<file path="config.mk">
export PLATFORM = sky130hd
export DESIGN_NAME = lge_ctrl
export DESIGN_NICKNAME = d
export VERILOG_FILES = /design/src/rtl/lge_pkg.sv /design/src/rtl/lge_ctrl.sv
export SDC_FILE = /design/constraint.sdc
export NUM_CORES = 1
export LEC_CHECK = 0
export ABC_AREA = 1
export BUFFER_PORTS_ARGS = -buffer_cell sky130_fd_sc_hd__buf_2
export CORE_AREA = 2 2 39 41
export DETAILED_ROUTE_END_ITERATION = 16
export DIE_AREA = 0 0 41 43
export GPL_TIMING_DRIVEN = 0
export SYNTH_ARGS = -nofsm -noshare
export SYNTH_HDL_FRONTEND = slang
export SYNTH_SLANG_ARGS = --single-unit
</file>
<file path="constraint.sdc">
create_clock -name clk_i -period 1.87 [get_ports clk_i]
set_input_delay 0 -clock clk_i [delete_from_list [all_inputs] [get_ports clk_i]]
set_output_delay 0 -clock clk_i [all_outputs]
set_load 0.05 [all_outputs]
</file>
<file path="src/rtl/lge_pkg.sv">
// Package for the life generation engine: grid sizes, item and result types,
// controller states and the command and status groups between the modules.
// No dependencies.
`default_nettype none

package lge_pkg;

  // Grid store dimensions and the index widths that follow from them.
  localparam int MAX_ROWS    = 64;
  localparam int MAX_COLUMNS = 64;
  localparam int ROW_AW      = $clog2(MAX_ROWS);
  localparam int COL_AW      = $clog2(MAX_COLUMNS);

  // Field and register widths fixed by the interface.
  localparam int CNT_W = 7;
  localparam int ROW_W = 6;
  localparam int COL_W = 6;

  // Width for comparing row pointers and counts without overflow.
  localparam int CMP_W = ((CNT_W > ROW_AW + 1) ? CNT_W : ROW_AW + 1) + 1;

  // Register reset values.
  localparam logic [CNT_W-1:0] ROW_COUNT_RESET    = 7'd40;
  localparam logic [CNT_W-1:0] COLUMN_COUNT_RESET = 7'd50;

  // Neighbour counts of the B3/S23 rule.
  localparam logic [3:0] SURVIVE_MIN = 4'd2;
  localparam logic [3:0] BIRTH_COUNT = 4'd3;

  typedef enum logic [1:0] {
    OP_WRITE = 2'd0,
    OP_READ  = 2'd1,
    OP_STEP  = 2'd2,
    OP_NOP   = 2'd3
  } lge_op_e;

  typedef enum logic {
    REG_ROW_COUNT    = 1'b0,
    REG_COLUMN_COUNT = 1'b1
  } lge_reg_e;

  typedef enum logic [1:0] {
    ST_IDLE,
    ST_CELL,
    ST_PRIME,
    ST_ROW
  } lge_state_e;

  // Which result, if any, the datapath registers in this cycle.
  typedef enum logic [1:0] {
    RESP_NONE,
    RESP_ZERO,
    RESP_BAD,
    RESP_CELL
  } lge_resp_e;

  typedef struct packed {
    lge_op_e          op;
    logic [ROW_W-1:0] row;
    logic [COL_W-1:0] column;
    logic             value;
  } lge_item_t;

  typedef struct packed {
    logic read_value;
    logic bad_address;
  } lge_result_t;

  typedef struct packed {
    logic      load_item;
    logic      rd_input_row;
    logic      step_init;
    logic      step_prime;
    logic      step_row;
    logic      cell_commit;
    lge_resp_e resp;
  } lge_cmd_t;

  typedef struct packed {
    logic addr_ok;
    logic rows_nonzero;
    logic last_row;
  } lge_status_t;

endpackage

`default_nettype wire

</file>
<file path="src/rtl/lge_ctrl.sv">
// Controller of the life generation engine: sequences cell accesses and the
// row-by-row generation step. Depends on lge_pkg.
`default_nettype none

module lge_ctrl
  import lge_pkg::*;
(
  input  wire logic        clk_i,
  input  wire logic        rst_ni,
  input  wire logic        start_i,
  input  wire lge_op_e     op_i,
  input  wire lge_status_t status_i,
  output lge_cmd_t         cmd_o,
  output logic             busy_o
);

  lge_state_e state_q, state_d;

  // State register.
  always_ff @(posedge clk_i or negedge rst_ni) begin
    if (!rst_ni) begin
      state_q <= ST_IDLE;
    end else begin
      state_q <= state_d;
    end
  end

  // Next state.
  always_comb begin
    state_d = state_q;
    case (state_q)
      ST_IDLE: begin
        if (start_i) begin
          case (op_i)
            OP_WRITE, OP_READ: begin
              if (status_i.addr_ok) state_d = ST_CELL;
            end
            OP_STEP: begin
              if (status_i.rows_nonzero) state_d = ST_PRIME;
            end
            default: state_d = ST_IDLE;
          endcase
        end
      end
      ST_CELL:  state_d = ST_IDLE;
      ST_PRIME: state_d = ST_ROW;
      ST_ROW: begin
        if (status_i.last_row) state_d = ST_IDLE;
      end
      default: state_d = ST_IDLE;
    endcase
  end

  // Commands to the datapath.
  always_comb begin
    cmd_o = '0;
    cmd_o.resp = RESP_NONE;
    case (state_q)
      ST_IDLE: begin
        if (start_i) begin
          case (op_i)
            OP_WRITE, OP_READ: begin
              if (status_i.addr_ok) begin
                cmd_o.load_item    = 1'b1;
                cmd_o.rd_input_row = 1'b1;
              end else begin
                cmd_o.resp = RESP_BAD;
              end
            end
            OP_STEP: begin
              if (status_i.rows_nonzero) begin
                cmd_o.step_init = 1'b1;
              end else begin
                cmd_o.resp = RESP_ZERO;
              end
            end
            default: cmd_o.resp = RESP_ZERO;
          endcase
        end
      end
      ST_CELL: begin
        cmd_o.cell_commit = 1'b1;
        cmd_o.resp        = RESP_CELL;
      end
      ST_PRIME: cmd_o.step_prime = 1'b1;
      ST_ROW: begin
        cmd_o.step_row = 1'b1;
        if (status_i.last_row) cmd_o.resp = RESP_ZERO;
      end
      default: cmd_o = '0;
    endcase
  end

  assign busy_o = (state_q != ST_IDLE);

  // The priming cycle always hands over to the row loop.
  a_prime_to_row: assert property (@(posedge clk_i) disable iff (!rst_ni)
    state_q == ST_PRIME |=> state_q == ST_ROW)
    else $error("priming cycle not followed by row loop");

  // The last row ends the step.
  a_last_row_ends: assert property (@(posedge clk_i) disable iff (!rst_ni)
    (state_q == ST_ROW && status_i.last_row) |=> state_q == ST_IDLE)
    else $error("step did not end after its last row");

  // A step on a grid with rows starts its priming cycle.
  a_step_starts: assert property (@(posedge clk_i) disable iff (!rst_ni)
    (state_q == ST_IDLE && start_i && op_i == OP_STEP && status_i.rows_nonzero)
    |=> state_q == ST_PRIME)
    else $error("accepted step did not start");

endmodule

`default_nettype wire

</file>
# Word level (Yosys, flattened, before mapping)
# Index checks and enable logic that the tools add are counted.
# classes
eq_ne	9
n_mux	21
n_reduce_logical	5
# ops
cell	count
2-bit two-way mux	8
2-bit case mux with 2 select lines	2
2-bit case mux with 4 select lines	1
1-bit two-way mux	7
2-bit equality test (second input constant)	3
3-bit two-way mux	2
3-bit != test (second input constant)	2
2-bit case mux with 3 select lines	1
2-bit by 1-bit equality test with 1-bit output (second input constant)	2
2-bit logical NOT	2
2-bit != test (second input constant)	2
4-bit AND reduction	1
2-bit nonzero test	1
2-bit OR reduction	1
# word_totals
register_bits	2
input_bits	8
word_cells	36

# Depth between registers and ports, before layout
# Gate-level depths: netlist of run 1.
# depth
word_depth	5
ltp_mapped	7
mapped_depth_nobuf	6

# Least setup slack after synthesis of run 1
# Ideal clock, no wire load.
# synth_timing
kind	register -> output
from	register state_q[0]
to	output cmd_o[7] (netlist name)
arrival_ns	2.166
t_required_ns	1.870
setup_slack_ns	-0.296
path_stages_with_launch	6
n_path_buf	2
path_cell_list	dfrtp_1 -> buf_6 -> nor2_2 -> nand2_2 -> nor3_1 -> buf_4
# synth_rtl
element	line_no	rtl
start: declaration	lge_ctrl.sv:17	lge_state_e state_q, state_d;
start signal: assignment	lge_ctrl.sv:24	state_q <= state_d;
end: declaration	lge_ctrl.sv:13	output lge_cmd_t cmd_o,

==> results.sh, run 1 <==
export IMPL_nets=70
export IMPL_setup_violations=0
export IMPL_path_clk_slew_ns=0.03
export IMPL_drt_iter0_markers=3
export IMPL_status="completed"
export IMPL_reg2regPathDepth=7
export IMPL_hold_start="status_i[0]"
export IMPL_avgSynthCellArea_um2=5.82
export IMPL_crit_arrival_ns=1.47
export IMPL_wire_per_inst_um=8.08
export IMPL_portBuffers=16
export IMPL_min_path_cells=4
export IMPL_vias=309
export IMPL_ys_seq_area_share_pct=21.5
export IMPL_dieArea_um2=1760
export IMPL_worst_pin_slew_ns=0.249
export IMPL_p_per_area_nw_per_um2=1940
export IMPL_finalSetupTns_ns=0
export IMPL_core_area_um2=1380
export IMPL_syn_cell_area_um2=233
export IMPL_area_delta_synth_final_pct=61.8
export IMPL_r2r_slack_ns=0.75
export IMPL_die_x_um=41
export IMPL_yosysWarnings=0
export IMPL_finalHoldViolations=0
export IMPL_grt_pass1_vias=254
export IMPL_critPathCaptureType="primary output"
export IMPL_hold_path_class="in -> reg"
export IMPL_netlist_instances=40
export IMPL_vias_per_cell=4.07
export IMPL_slew_headroom_pct=83.5
export IMPL_cts_buffers=3
export IMPL_grt_first_pass_wirelength_um=986
export IMPL_drc=0
export IMPL_fmax_ghz=0.680
export IMPL_power_leakage_nw=0.239
export IMPL_dieHeight_um=43
export IMPL_grt_max_degree=10
export IMPL_grt_usage_pct=8.54
export IMPL_layout_common_cells="buf_2, inv_1, nand2_1"
export IMPL_dr_pass1_iters=4
export IMPL_regMostFlops="state_q"
export IMPL_final_cells=76
export IMPL_hold_path_end="state_q[0]"
export IMPL_grt_overflow=0
export IMPL_worst_path_max_fanout=9
export IMPL_ys_ff_latch=2
export IMPL_dp_hpwl_um=491
export IMPL_cts_sinks=2
export IMPL_period_needed_ns=1.47
export IMPL_reg_top3="state_q x2"
export IMPL_vdd_drop_max_v=0.000591
export IMPL_hold_slack_ns=0.0846
export IMPL_start_util_pct=16.8
export IMPL_grt_antenna_before_repair=0
export IMPL_diodes=0
export IMPL_drive_above_1_share_pct=45.0
export IMPL_start_kind="flip-flop"
export IMPL_cts_max_level=1
export IMPL_synth_nets=48
export IMPL_slew_viol_final=0
export IMPL_ant_nets=0
export IMPL_fin_crit_sh_pct=78.7
export IMPL_wirelength_um=614
export IMPL_ys_types=14
export IMPL_regToRegEndpoint="state_q[1]"
export IMPL_dp_cells=72
export IMPL_cts_tree="built"
export IMPL_crit_type="reg -> out"
export IMPL_gp_routability_congestion=0.791
export IMPL_clock_tree_buffer_depth=2
export IMPL_cts_root_buf="clkbuf_4"
export IMPL_skew_ns=0.00218
export IMPL_boundaryPins=17
export IMPL_layout_commonest_cell="buf_2"
export IMPL_clock_latency_ns=0.23
export IMPL_rows=14
export IMPL_crit_required_ns=1.87
export IMPL_postCtsSetupBuffers=0
export IMPL_rsz0062_at_grt="false"
export IMPL_maxCapViolCount=0
export IMPL_reg2reg_from="state_q[0]"
export IMPL_largest_register_ffs=2
-- kinds of logic (layout without fill, tap and decap cells) --
group,after synthesis,after routing,share of synthesized area (%)
compound gates,5,5,10.8
buf+inv,12,32,24.2
flops,2,2,21.5
simple gates,21,21,43.5
-- layout make-up --
| cell class | count | area, µm² |
|---|---|---|
| fill | 166 | 1010 |
| multi-input combinational | 26 | 138 |
| timing repair buffer | 17 | 90.1 |
| sequential | 2 | 50.0 |
| inverter | 10 | 37.5 |
| clock buffer | 3 | 22.5 |
| tap | 16 | 20.0 |
| buffer | 2 | 18.8 |
-- stage by stage --
stage	power (mW)	util, %	area (µm²)	setup slack [ns]
after floorplan	0.524	-	244	0.137
after global placement	0.626	24.9	344	0.646
after detailed placement	0.632	24.9	344	0.627
after CTS	0.737	27.2	377	0.380
after global routing	0.783	27.2	377	0.294
final	0.729	27.2	377	0.399
-- cell usage after synthesis --
cell type,count,area share [%]
buf_6,1,4.8
dfrtp_1,2,22
nor3_1,1,2.1
nor4_1,1,2.7
inv_1,10,16
nand2_1,6,9.7
a21oi_1,3,6.4
buf_4,1,3.2
nand4_1,1,2.7
o21ai_0,2,4.3
nand2_2,1,2.7
nand3_1,5,11
nor2_2,3,8.1
nor2_1,3,4.8
-- critical path, cell delays in order, from the launching register on --
cell and delay (ns):
dfrtp_1 0.36, buf_6 0.14, nor2_2 0.17, nand2_2 0.09
nor3_2 0.12, buf_4 0.12, buf_2 0.24
-- power breakdown --
group / internal, mW / switching (mW) / total, mW / leakage, nW
logic: 0.137 / 0.410 / 0.547 / 0.199
clock network: 0.0710 / 0.0275 / 0.0985 / 0.0138
registers: 0.0639 / 0.0198 / 0.0837 / 0.0262
total: 0.271 / 0.458 / 0.729 / 0.239
-- worst max-delay path by stage --
stage / cells past startpoint / from / endpoint
2_1_floorplan: 3 / state_q[1] / cmd_o[0]
3_3_place_gp: 6 / state_q[0] / cmd_o[7]
3_5_place_dp: 6 / state_q[0] / cmd_o[7]
4_1_cts: 6 / state_q[0] / cmd_o[7]
5_1_grt: 6 / state_q[0] / cmd_o[7]
6_report: 6 / state_q[0] / cmd_o[7]
-- routing by layer --
layer,routed length (µm),track usage (%)
met1,285,11.0
met2,277,10.3
met3,40,3.14
met4,11,8.00
met5,0,0
-- timing repair --
| action | CTS | global route |
|---|---|---|
| hold buffers | 1 | 0 |
| gates resized for setup | 0 | 0 |
| endpoints found under the hold margin | 2 | 0 |
(Power assumes the default switching activity.)
==> run 2, diff against run 1 <==
- clock period: 1.87 -> 1.4 ns (I/O delays scaled with it)
==> run 2 against run 1 <==
Compared with the run above:
- critical path depth decreased by 1
- count of clock-buffer cells in the layout unchanged
- clock skew decreased by 0.0018 ns
- first-iteration DRC count increased by 67%
- die area unchanged
- sequential cell count unchanged
- largest power group unchanged
- sequential power increased by 45%
- combinational power increased by 38%
- via count increased by 0.97%
- critical endpoint is now cmd_o[6]
- non-clock buffer count unchanged
- clock power increased by 30%
- global-route usage increased by 0.092 points
==> results.sh, run 2 (synthesis gave the netlist of run 1 again) <==
export IMPL_cts_tree="built"
export IMPL_gp_routability_congestion=0.791
export IMPL_maxCapViolCount=0
export IMPL_ant_nets=0
export IMPL_path_clk_slew_ns=0.03
export IMPL_largest_register_ffs=2
export IMPL_worst_pin_slew_ns=0.249
export IMPL_power_leakage_nw=0.239
export IMPL_grt_max_degree=10
export IMPL_reg_top3="state_q x2"
export IMPL_grt_pass1_vias=306
export IMPL_grt_overflow=0
export IMPL_start_kind="flip-flop"
export IMPL_hold_path_class="in -> async"
export IMPL_crit_type="reg -> out"
export IMPL_portBuffers=16
export IMPL_rows=14
export IMPL_start_util_pct=16.8
export IMPL_critPathCaptureType="primary output"
export IMPL_clock_latency_ns=0.22
export IMPL_grt_usage_pct=8.63
export IMPL_grt_first_pass_wirelength_um=1040
export IMPL_worst_path_max_fanout=9
export IMPL_dr_pass1_iters=3
export IMPL_finalPower_mw=1.00
export IMPL_vias_per_cell=4.11
export IMPL_layout_common_cells="buf_2, inv_1, nand2_1"
export IMPL_crit_arrival_ns=1.33
export IMPL_regMostFlops="state_q"
export IMPL_slew_viol_final=0
export IMPL_cts_root_buf="clkbuf_4"
export IMPL_critPathMaxStageDelay_ns=0.36
export IMPL_status="completed"
export IMPL_hold_slack_ns=0.0956
export IMPL_skew_ns=0.000347
export IMPL_dp_hpwl_um=493
export IMPL_wire_per_inst_um=8.34
export IMPL_drt_iter0_markers=5
export IMPL_crit_required_ns=1.40
export IMPL_fmax_ghz=0.751
export IMPL_regToRegEndpoint="state_q[1]"
export IMPL_fill_cells=164
export IMPL_startpoint="state_q[0]"
export IMPL_postCtsSetupBuffers=0
export IMPL_cts_sinks=2
export IMPL_reg2reg_from="state_q[0]"
export IMPL_slew_headroom_pct=83.5
export IMPL_setup_violations=0
export IMPL_diodes=0
export IMPL_vdd_drop_max_v=0.000956
export IMPL_finalSetupTns_ns=0
export IMPL_fin_crit_sh_pct=95.1
export IMPL_reg2regPathDepth=7
export IMPL_cp_cell_sequence="buf_6, nor2_4, nand2_2, nor3_2, buf_2"
export IMPL_cts_buffers=3
export IMPL_drive_above_1_share_pct=48.3
export IMPL_dieArea_um2=1760
export IMPL_utilization_pct=28.3
export IMPL_crit_slowest_cell="dfrtp_1"
export IMPL_wirelength_um=634
export IMPL_drc=0
export IMPL_vias=312
export IMPL_core_area_um2=1380
export IMPL_grt_antenna_before_repair=0
export IMPL_area_delta_synth_final_pct=68.3
export IMPL_p_per_area_nw_per_um2=2560
export IMPL_clock_tree_buffer_depth=2
export IMPL_rsz0062_at_grt="false"
export IMPL_period_needed_ns=1.33
export IMPL_die_x_um=41
export IMPL_boundaryPins=17
export IMPL_finalHoldViolations=0
export IMPL_endpoint="cmd_o[6]"
export IMPL_dieHeight_um=43
export IMPL_r2r_slack_ns=0.33
export IMPL_nets=70
export IMPL_cts_max_level=1
export IMPL_layout_commonest_cell="buf_2"
==> run 2: changes by cell type in the layout (fill, tap and decap cells not counted) <==
cell and delta:
nor2_4 +1, buf_2 -2, inv_2 +1, buf_4 +1, inv_1 -1, dfrtp_1 -1, o21ai_1 +1, o21ai_0 -1
buf_6 +1, nor2_2 -1, dfrtp_2 +1
==> run 2: layout make-up <==
| cell class | instances | area, µm² | area share [%] |
|---|---|---|---|
| Inverter | 10 | 37.5 | 9.58 |
| Timing Repair Buffer | 17 | 98.8 | 25.2 |
| Tap cell | 16 | 20.0 | 5.11 |
| Clock buffer | 3 | 22.5 | 5.75 |
| Sequential cell | 2 | 51.3 | 13.1 |
| Buffer | 2 | 18.8 | 4.79 |
| Multi-Input combinational cell | 26 | 143 | 36.4 |
==> run 2: worst min-delay path by stage <==
stage	start	endpoint	slack, ns	cells past startpoint
5_1_grt	rst_ni	state_q[1]	0.1	2
3_5_place_dp	rst_ni	state_q[1]	-0.21	1
6_report	rst_ni	state_q[0]	0.1	2
3_3_place_gp	rst_ni	state_q[0]	-0.21	1
2_1_floorplan	rst_ni	state_q[0]	-0.30	0
4_1_cts	rst_ni	state_q[1]	0.09	2
==> run 2: power by group <==
group / internal, mW / switching (mW) / leakage (nW) / total [mW]
Clock: 0.0947 / 0.0338 / 0.0138 / 0.128
Sequential: 0.0879 / 0.0332 / 0.0247 / 0.121
Combinational: 0.198 / 0.556 / 0.201 / 0.753
==> run 2: per-stage QoR <==
stage	instances	instance area [µm²]	worst slack [ns]
2_1_floorplan	40	244	-0.272
3_3_place_gp	72	344	0.176
3_5_place_dp	72	344	0.139
4_1_cts	76	387	0.0105
5_1_grt	76	392	0.0154
6_report	76	392	0.0691
==> run 2: metal layers <==
layer,part of all wire [%],global-route usage [%]
met3,6.5,1.57
met1,43,9.32
met5,0,0
met4,0,9.33
met2,51,12.5
==> run 2: worst max-delay path, delay by kind of cell (launching register included) <==
kind / cells / cell delay [ns]
and+or+nand+nor: 3 / 0.32
DFF: 1 / 0.36
buffers and inverters: 2 / 0.43
==> run 2: repair_timing <==
| item | 4_1_cts | 5_1_grt |
|---|---|---|
| gates cloned | 0 | 0 |
| endpoints found under the setup margin | 2 | 4 |
| gates resized for setup | 3 | 3 |
| hold buffers | 1 | 0 |
| hold endpoints to repair | 2 | 0 |
